## src/hw/rtl/lcdbm_pkg.sv

```systemverilog
// Types, codes and constants of the parallel LCD bus master.
package lcdbm_pkg;

  // Item kinds; the fourth code is not a kind and is dropped.
  typedef enum logic [1:0] {
    KindCmd  = 2'd0,
    KindData = 2'd1,
    KindRead = 2'd2
  } item_kind_e;

  // Read formats; the fourth code reads one byte.
  typedef enum logic [1:0] {
    FmtByte  = 2'd0,
    FmtWord  = 2'd1,
    FmtPixel = 2'd2
  } read_fmt_e;

  typedef enum logic [1:0] {
    CycWrite = 2'd0,
    CycRead  = 2'd1,
    CycDummy = 2'd2
  } cycle_kind_e;

  // Config register indexes (byte address 4*index).
  localparam int unsigned AddrW = 3;
  localparam logic RegByteSwap = 1'b0;
  localparam logic RegSelHeld  = 1'b1;

  // RGB565 packing masks.
  localparam logic [7:0] RedMask   = 8'b11111000;
  localparam logic [7:0] GreenMask = 8'b11111100;

  localparam int unsigned QueueDepthDef = 4;

  typedef struct packed {
    logic [1:0]  kind;
    logic [15:0] word_value;
    logic        wide;
    logic [1:0]  read_format;
    logic [3:0]  dummy_reads;
    logic [23:0] panel_bytes;
    logic        closes;
  } in_item_t;

  typedef struct packed {
    logic        register_select;
    logic [1:0]  cycle_kind;
    logic [7:0]  bus_byte;
    logic        select_active;
    logic [15:0] read_word;
    logic        read_valid;
    logic        released;
    logic        last;
  } out_item_t;

  typedef struct packed {
    logic byte_swap;
    logic select_held_low;
  } cfg_t;

  // Classified item handed from front to back.
  typedef struct packed {
    logic        is_read;
    logic        rs;
    logic [7:0]  byte0;
    logic [7:0]  byte1;
    logic [3:0]  dummies;
    logic [4:0]  total;
    logic [15:0] rword;
    logic        rel;
  } desc_t;

endpackage

```

## src/hw/rtl/parallel_lcd_bus_master.sv

```systemverilog
// Top level of the 8-bit 8080-style parallel LCD bus master.
//
// Items in: push/full queue port carrying in_item_t. An item is taken on a
// rising edge with push high and full low. Kind 3 is taken and dropped.
// Results out: empty/pop queue port carrying out_item_t, one result per bus
// strobe, oldest first; a result is taken on a rising edge with pop high and
// empty low.
// Expansion: command/data writes give 1 or 2 strobes; reads give
// dummy_reads + 1, 2 or 3 strobes (up to 18).
// Path: the first strobe of an item reaches the result port through the
// descriptor queue and then the result register (when the back end is free).
// Throughput: one strobe per clock while results are popped, set by the back
// end sequencer that emits one cycle of the head descriptor per clock. The
// front end takes one item per clock while the descriptor queue has room, so
// items queue up behind a long read.
// Stall: while pop is low the result register holds, the sequencer waits and
// the queue fills; full rises when it has QueueDepth entries.
// Reset: rst_ni (async, active low) empties the queue and result register and
// clears both config registers. Config goes through the APB port with pready
// tied high; byte_swap at 0x0, select_held_low at 0x4.
module parallel_lcd_bus_master import lcdbm_pkg::*; #(
  parameter int unsigned QueueDepth = QueueDepthDef
) (
  input  logic             clk_i,
  input  logic             rst_ni,
  // item side
  input  logic             push,
  output logic             full,
  input  in_item_t         item_i,
  // result side
  output logic             empty,
  input  logic             pop,
  output out_item_t        result_o,
  // config port
  input  logic             psel,
  input  logic             penable,
  input  logic             pwrite,
  input  logic [AddrW-1:0] paddr,
  input  logic [31:0]      pwdata,
  output logic [31:0]      prdata,
  output logic             pready
);

  cfg_t  cfg_q, cfg_d;
  desc_t desc, head;
  logic  keep, q_full, q_empty, head_pop;
  logic  reg_idx;

  // ---- config registers ----
  assign pready  = 1'b1;
  assign reg_idx = paddr[AddrW-1];

  always_comb begin
    cfg_d = cfg_q;
    if (psel && penable && pwrite) begin
      case (reg_idx)
        RegByteSwap: cfg_d.byte_swap       = pwdata[0];
        RegSelHeld:  cfg_d.select_held_low = pwdata[0];
        default:     cfg_d = cfg_q;
      endcase
    end
  end

  always_comb begin
    case (reg_idx)
      RegByteSwap: prdata = {31'b0, cfg_q.byte_swap};
      RegSelHeld:  prdata = {31'b0, cfg_q.select_held_low};
      default:     prdata = '0;
    endcase
  end

  always_ff @(posedge clk_i or negedge rst_ni) begin
    if (!rst_ni) begin
      cfg_q <= '0;
    end else begin
      cfg_q <= cfg_d;
    end
  end

  // ---- front end: classify ----
  lcdbm_front u_front (
    .item_i (item_i),
    .cfg_i  (cfg_q),
    .keep_o (keep),
    .desc_o (desc)
  );

  // Dropped kinds never enter the queue but are still taken while not full.
  assign full = q_full;

  lcdbm_queue #(
    .Depth (QueueDepth)
  ) u_queue (
    .clk_i   (clk_i),
    .rst_ni  (rst_ni),
    .wr_i    (push & keep),
    .wdata_i (desc),
    .full_o  (q_full),
    .rd_i    (head_pop),
    .empty_o (q_empty),
    .rdata_o (head)
  );

  // ---- back end: strobe sequencer and result register ----
  lcdbm_back u_back (
    .clk_i        (clk_i),
    .rst_ni       (rst_ni),
    .head_valid_i (~q_empty),
    .head_i       (head),
    .head_pop_o   (head_pop),
    .empty_o      (empty),
    .pop_i        (pop),
    .result_o     (result_o)
  );

endmodule

```

## src/hw/rtl/lcdbm_front.sv

```systemverilog
// Front end: classifies an item into a bus cycle descriptor.
module lcdbm_front import lcdbm_pkg::*; (
  input  in_item_t item_i,
  input  cfg_t     cfg_i,
  output logic     keep_o,
  output desc_t    desc_o
);

  logic [7:0]  b0, b1, b2;
  logic [15:0] pix;
  logic [15:0] rword;
  logic [1:0]  nbytes;

  assign b0 = item_i.panel_bytes[23:16];
  assign b1 = item_i.panel_bytes[15:8];
  assign b2 = item_i.panel_bytes[7:0];

  assign pix = {b0 & RedMask, 8'h00} | {5'b0, b1 & GreenMask, 3'b0} | {11'b0, b2[7:3]};

  always_comb begin
    case (item_i.read_format)
      FmtWord: begin
        nbytes = 2'd2;
        rword  = cfg_i.byte_swap ? {b2, b1} : {b1, b2};
      end
      FmtPixel: begin
        nbytes = 2'd3;
        rword  = cfg_i.byte_swap ? {pix[7:0], pix[15:8]} : pix;
      end
      default: begin
        nbytes = 2'd1;
        rword  = {8'h00, b2};
      end
    endcase
  end

  always_comb begin
    desc_o = '0;
    keep_o = 1'b1;
    case (item_i.kind)
      KindCmd, KindData: begin
        desc_o.rs    = item_i.kind[0];
        desc_o.total = item_i.wide ? 5'd2 : 5'd1;
        if (item_i.wide) begin
          desc_o.byte0 = cfg_i.byte_swap ? item_i.word_value[7:0] : item_i.word_value[15:8];
          desc_o.byte1 = cfg_i.byte_swap ? item_i.word_value[15:8] : item_i.word_value[7:0];
        end else begin
          desc_o.byte0 = item_i.word_value[7:0];
        end
      end
      KindRead: begin
        desc_o.is_read = 1'b1;
        desc_o.rs      = 1'b1;
        desc_o.dummies = item_i.dummy_reads;
        desc_o.total   = {1'b0, item_i.dummy_reads} + {3'b0, nbytes};
        desc_o.rword   = rword;
      end
      default: keep_o = 1'b0;
    endcase
    desc_o.rel = item_i.closes & ~cfg_i.select_held_low;
  end

endmodule

```

## src/hw/rtl/lcdbm_queue.sv

```systemverilog
// Descriptor queue between the front and back ends.
module lcdbm_queue import lcdbm_pkg::*; #(
  parameter int unsigned Depth = QueueDepthDef
) (
  input  logic  clk_i,
  input  logic  rst_ni,
  input  logic  wr_i,
  input  desc_t wdata_i,
  output logic  full_o,
  input  logic  rd_i,
  output logic  empty_o,
  output desc_t rdata_o
);

  localparam int unsigned PtrW = $clog2(Depth);
  localparam int unsigned CntW = $clog2(Depth + 1);

  desc_t            mem_q [Depth];
  logic [PtrW-1:0]  wr_ptr_q, wr_ptr_d, rd_ptr_q, rd_ptr_d;
  logic [CntW-1:0]  cnt_q, cnt_d;
  logic             do_wr, do_rd;

  assign full_o  = (cnt_q == CntW'(Depth));
  assign empty_o = (cnt_q == '0);
  assign do_wr   = wr_i & ~full_o;
  assign do_rd   = rd_i & ~empty_o;
  assign rdata_o = mem_q[rd_ptr_q];

  always_comb begin
    wr_ptr_d = wr_ptr_q;
    rd_ptr_d = rd_ptr_q;
    cnt_d    = cnt_q;
    if (do_wr) begin
      wr_ptr_d = (wr_ptr_q == PtrW'(Depth - 1)) ? '0 : wr_ptr_q + 1'b1;
    end
    if (do_rd) begin
      rd_ptr_d = (rd_ptr_q == PtrW'(Depth - 1)) ? '0 : rd_ptr_q + 1'b1;
    end
    if (do_wr && !do_rd) begin
      cnt_d = cnt_q + 1'b1;
    end else if (do_rd && !do_wr) begin
      cnt_d = cnt_q - 1'b1;
    end
  end

  always_ff @(posedge clk_i or negedge rst_ni) begin
    if (!rst_ni) begin
      wr_ptr_q <= '0;
      rd_ptr_q <= '0;
      cnt_q    <= '0;
    end else begin
      wr_ptr_q <= wr_ptr_d;
      rd_ptr_q <= rd_ptr_d;
      cnt_q    <= cnt_d;
    end
  end

  always_ff @(posedge clk_i) begin
    if (do_wr) begin
      mem_q[wr_ptr_q] <= wdata_i;
    end
  end

endmodule

```

## src/hw/rtl/lcdbm_back.sv

```systemverilog
// Back end: steps through the bus cycles of one descriptor into the result register.
module lcdbm_back import lcdbm_pkg::*; (
  input  logic      clk_i,
  input  logic      rst_ni,
  input  logic      head_valid_i,
  input  desc_t     head_i,
  output logic      head_pop_o,
  output logic      empty_o,
  input  logic      pop_i,
  output out_item_t result_o
);

  logic [4:0] cnt_q, cnt_d;
  logic       out_valid_q, out_valid_d;
  out_item_t  out_q, cyc;
  logic       is_last, load, taken;

  assign is_last = (cnt_q == head_i.total - 5'd1);
  assign taken   = pop_i & out_valid_q;
  assign load    = head_valid_i & (~out_valid_q | taken);

  always_comb begin
    cyc                 = '0;
    cyc.register_select = head_i.rs;
    cyc.select_active   = 1'b1;  // every cycle lies inside an open transaction
    cyc.last            = is_last;
    cyc.released        = is_last & head_i.rel;
    if (!head_i.is_read) begin
      cyc.cycle_kind = CycWrite;
      cyc.bus_byte   = (cnt_q == 5'd0) ? head_i.byte0 : head_i.byte1;
    end else if (cnt_q < {1'b0, head_i.dummies}) begin
      cyc.cycle_kind = CycDummy;
    end else begin
      cyc.cycle_kind = CycRead;
      cyc.read_valid = is_last;
      cyc.read_word  = is_last ? head_i.rword : 16'h0000;
    end
  end

  always_comb begin
    cnt_d       = cnt_q;
    out_valid_d = out_valid_q & ~taken;
    head_pop_o  = 1'b0;
    if (load) begin
      out_valid_d = 1'b1;
      if (is_last) begin
        cnt_d      = '0;
        head_pop_o = 1'b1;
      end else begin
        cnt_d = cnt_q + 5'd1;
      end
    end
  end

  always_ff @(posedge clk_i or negedge rst_ni) begin
    if (!rst_ni) begin
      cnt_q       <= '0;
      out_valid_q <= 1'b0;
    end else begin
      cnt_q       <= cnt_d;
      out_valid_q <= out_valid_d;
    end
  end

  always_ff @(posedge clk_i) begin
    if (load) begin
      out_q <= cyc;
    end
  end

  assign empty_o  = ~out_valid_q;
  assign result_o = out_q;

endmodule

```

## config.mk

```make
export PLATFORM = sky130hd
export DESIGN_NAME = parallel_lcd_bus_master
export DESIGN_NICKNAME = d
export VERILOG_FILES = /design/src/hw/rtl/lcdbm_pkg.sv /design/src/hw/rtl/parallel_lcd_bus_master.sv /design/src/hw/rtl/lcdbm_front.sv /design/src/hw/rtl/lcdbm_queue.sv /design/src/hw/rtl/lcdbm_back.sv
export SDC_FILE = /design/constraint.sdc
export NUM_CORES = 1
export LEC_CHECK = 0
export BUFFER_PORTS_ARGS = -buffer_cell sky130_fd_sc_hd__buf_2
export CAP_MARGIN = 20
export CORE_MARGIN = 4
export CORE_UTILIZATION = 50
export CTS_CLUSTER_DIAMETER = 30
export CTS_CLUSTER_SIZE = 40
export DETAILED_ROUTE_END_ITERATION = 12
export PLACE_DENSITY = 0.72
export SYNTH_ARGS = -nofsm -noshare
export SYNTH_HDL_FRONTEND = slang
export SYNTH_SLANG_ARGS = --single-unit
```

## constraint.sdc

```tcl
create_clock -name clk_i -period 4.2 [get_ports clk_i]
set_input_delay 0.42 -clock clk_i [delete_from_list [all_inputs] [get_ports clk_i]]
set_output_delay 0.42 -clock clk_i [all_outputs]
set_load 0.005 [all_outputs]
```

==> results.sh <==
export IMPL_ir_worst_vdd_uv=382.8
export IMPL_routedWlPerCell_um=19.54
export IMPL_path_clk_slew_ns=0.05
export IMPL_synthesis_area_um2=10100
export IMPL_drt_iter0_drc=312
export IMPL_grt_start_max_net_pins=49
export IMPL_worstHoldPathCells=2
export IMPL_worstPathArrival_ns=4.05
export IMPL_power_mw=8.085
export IMPL_seqPwrFrac=0.387
export IMPL_synthMuxAreaShare=0.1380
export IMPL_crit_path_frequent_cell="inv_1"
export IMPL_die_area_um2=22550
export IMPL_cts_sinks=221
export IMPL_numCtsBuffers=39
export IMPL_switchingPower_mw=2.362
export IMPL_antenna_found_initial=0
export IMPL_place_ws_ns=0.5590
export IMPL_synth_top_family_by_area="multiplexers"
export IMPL_rsz0062_at_grt="no"
export IMPL_clockRootBuffer="clkbuf_16"
export IMPL_die_y_um=150.2
export IMPL_gp_congestion=0.8539
export IMPL_synth_distinct_cells=50
export IMPL_layout_min_cycle_time_ns=3.675
export IMPL_fin_crit_sh=0.8749
export IMPL_yosys_area_share_simple=0.08533
export IMPL_ys_warn_count=0
export IMPL_clk_path_buf_depth=3
export IMPL_ant_nets=0
export IMPL_finalHoldViolations=0
export IMPL_startpoint_type="flip-flop"
export IMPL_synth_async_reset_ratio=0.06787
export IMPL_finalSetupViolCount=0
export IMPL_num_rows=51
export IMPL_cts_tree="done"
export IMPL_coreArea_um2=19650
export IMPL_cp_slowest_cell="mux4_2"
export IMPL_wl_mm=20.92
export IMPL_reg2reg_depth=12
export IMPL_clock_power_share=0.363
export IMPL_track_usage=0.1936
export IMPL_hp_class="in -> reg"
export IMPL_final_common_cell="edfxtp_1"
export IMPL_max_freq_mhz=272.1
export IMPL_hpwl_mm=13.70
export IMPL_powerDensity_nw_per_um2=674.2
export IMPL_cp_max_fo=8
export IMPL_via_per_inst=5.473
export IMPL_max_slew_worst_pin_slew_ns=1.001
export IMPL_grt_remaining_overflow=0
export IMPL_synth_cells=667
export IMPL_slew_headroom=0.3283
export IMPL_initial_core_util=0.5141
export IMPL_final_max_slew_violation_count=0
export IMPL_clk_latency_ns=0.51
export IMPL_synth_edf_count=206
export IMPL_grt_pass1_wl_mm=33.33
export IMPL_maxCapViolCount=0
export IMPL_end_kind="flip-flop"
export IMPL_dr_pass1_iters=4
export IMPL_io_pins=158
export IMPL_final_core_util=0.6101
export IMPL_grt_pass1_vias=6095
export IMPL_area_growth_pct=18.69
export IMPL_synth_main_ff_cell="edfxtp_1"
export IMPL_layout_drive_gt1_share=0.2820
export IMPL_synth_compound_area_share=0.03678
export IMPL_p_int_mw=5.723
export IMPL_final_cell_mix="edfxtp_1 (206), buf_2 (88), nand2_1 (50), nor2_1 (47), mux4_2 (43)"
export IMPL_num_vias=5862
export IMPL_htreeDepth=2
export IMPL_post_cts_buffers=0
export IMPL_max_stage_delay_ns=0.51
export IMPL_p_sw_frac=0.2921
export IMPL_ys_ff_latch=221
export IMPL_synthXorXnorAreaFrac=0.009536
export IMPL_outcome="finished clean"
export IMPL_dieWidth_um=150.2
export IMPL_total_leakage_power_nw=4.629
export IMPL_numPortBuffers=88
export IMPL_totalNegativeSetupSlack_ns=0
export IMPL_worst_ep_required_time_ns=4.58
export IMPL_synthAdderAreaFrac=0.02997
export IMPL_nNetsFinal=892
export IMPL_avgSynthCellArea_um2=15.15
export IMPL_yosysSeqAreaShare=0.6494
export IMPL_worstPathCellList="mux4_2 > inv_1 > ha_1 > nor4bb_1 > o311ai_0 > and4_1 > nor4_4 > inv_1 > ha_1 > inv_1 > fa_1 > mux2_2"
export IMPL_critPathKind="reg -> reg"
export IMPL_fin_skew_ns=0.02040
export IMPL_p_comb_frac=0.250
export IMPL_drc_errors=0
export IMPL_worst_slack_ns=0.5254
sequential cells by signal, summed over array words and instances (netlist names):
name	count
cfg_q	2
u_back.cnt_q	5
u_back.out_valid_q	1
u_back.result_o	30
u_queue.cnt_q	3
u_queue.mem_q	176
u_queue.rd_ptr_q	2
u_queue.wr_ptr_q	2
power groups by stage:
stage	registers, mW	clock network (mW)	logic, mW
after floorplan	3.07	0	1.51
after global placement	3.13	0	1.98
after detailed placement	3.16	0	2.04
after CTS	3.13	2.98	2.06
after global routing	3.17	3.11	2.24
final	3.13	2.94	2.02
layer usage:
metal,up-vias,part of all wire,GRT usage
met2,193,0.51,0.3235
li1,2677,-,-
met1,2959,0.42,0.2552
met4,0,0.021,0.06862
met3,33,0.054,0.03853
met5,-,0,0
synth_stat cells (all sizes together), types with 5 or more instances:
library cell / n / share of area
a21oi: 14 / 0.0069
a221oi: 8 / 0.0069
a22oi: 8 / 0.0059
and2: 12 / 0.0074
and3: 17 / 0.011
buf: 42 / 0.030
clkbuf: 23 / 0.0087
dfrtp: 15 / 0.037
edfxtp: 206 / 0.61
ha: 21 / 0.026
inv: 32 / 0.012
mux2: 12 / 0.013
mux2i: 29 / 0.029
mux4: 43 / 0.096
nand2: 50 / 0.019
nand2b: 10 / 0.0062
nand3: 7 / 0.0035
nor2: 47 / 0.017
nor2b: 8 / 0.0050
nor3: 5 / 0.0030
nor3b: 5 / 0.0037
o21ai: 18 / 0.0089
xnor2: 6 / 0.0052
xor2: 5 / 0.0043
cells by family (layout without fill, tap and decap cells):
| logic type | after synthesis | after routing |
|---|---|---|
| compound gates | 58 | 58 |
| xor+xnor | 11 | 11 |
| fa+ha+maj | 23 | 23 |
| buf+inv | 97 | 204 |
| flops | 221 | 221 |
| mux | 84 | 84 |
| other cells | 2 | 34 |
| simple gates | 171 | 171 |
timing repair:
action | CTS | global route
setup endpoints to repair | 0 | 0
gates resized for setup | 0 | 0
hold buffers | 1 | 0
hold endpoints to repair | 15 | 0
cell type report:
| cell class | instances | area, um2 |
|---|---|---|
| tap | 265 | 331.6 |
| fill | 1491 | 7662 |
| timing repair buffer | 103 | 555.5 |
| sequential | 221 | 6565 |
| clock inverter | 25 | 250.2 |
| inverter | 32 | 120.1 |
| antenna | 1 | 2.502 |
| multi-input combinational | 380 | 3162 |
| clock buffer | 44 | 1005 |
final timing paths:
path | from | slack (ns) | endpoint
hold / removal | pop | 0.15 | u_back.out_valid_q
setup / recovery | u_queue.rd_ptr_q[0] | 0.53 | u_queue.cnt_q[1]
setup reg to reg | u_queue.rd_ptr_q[0] | 0.53 | u_queue.cnt_q[1]
min in group asynchronous | rst_ni | 0.41 | u_back.cnt_q[1]
hold reg to reg | u_queue.cnt_q[2] | 0.50 | u_queue.cnt_q[2]
max in group asynchronous | rst_ni | 3.44 | u_queue.rd_ptr_q[0]
metrics by stage:
| step | instance area (um2) | hold slack, ns | cells |
|---|---|---|---|
| floorplan | 10220 | 0.1244 | 698 |
| global placement | 10720 | 0.3722 | 1000 |
| finish | 11990 | 0.1524 | 1071 |
| detailed placement | 10720 | 0.3780 | 1000 |
| global route | 11990 | 0.1455 | 1070 |
| CTS | 11990 | 0.1308 | 1070 |
worst max-delay path, delay by kind of cell (launching register included):
family | cells | cell delay, ns
mux | 2 | 0.78
fa+ha+maj | 3 | 0.96
buf+inv | 3 | 0.30
compound gates | 1 | 0.17
flops | 1 | 0.41
simple gates | 3 | 0.94
Note: power is estimated with default switching activity, not from simulation.
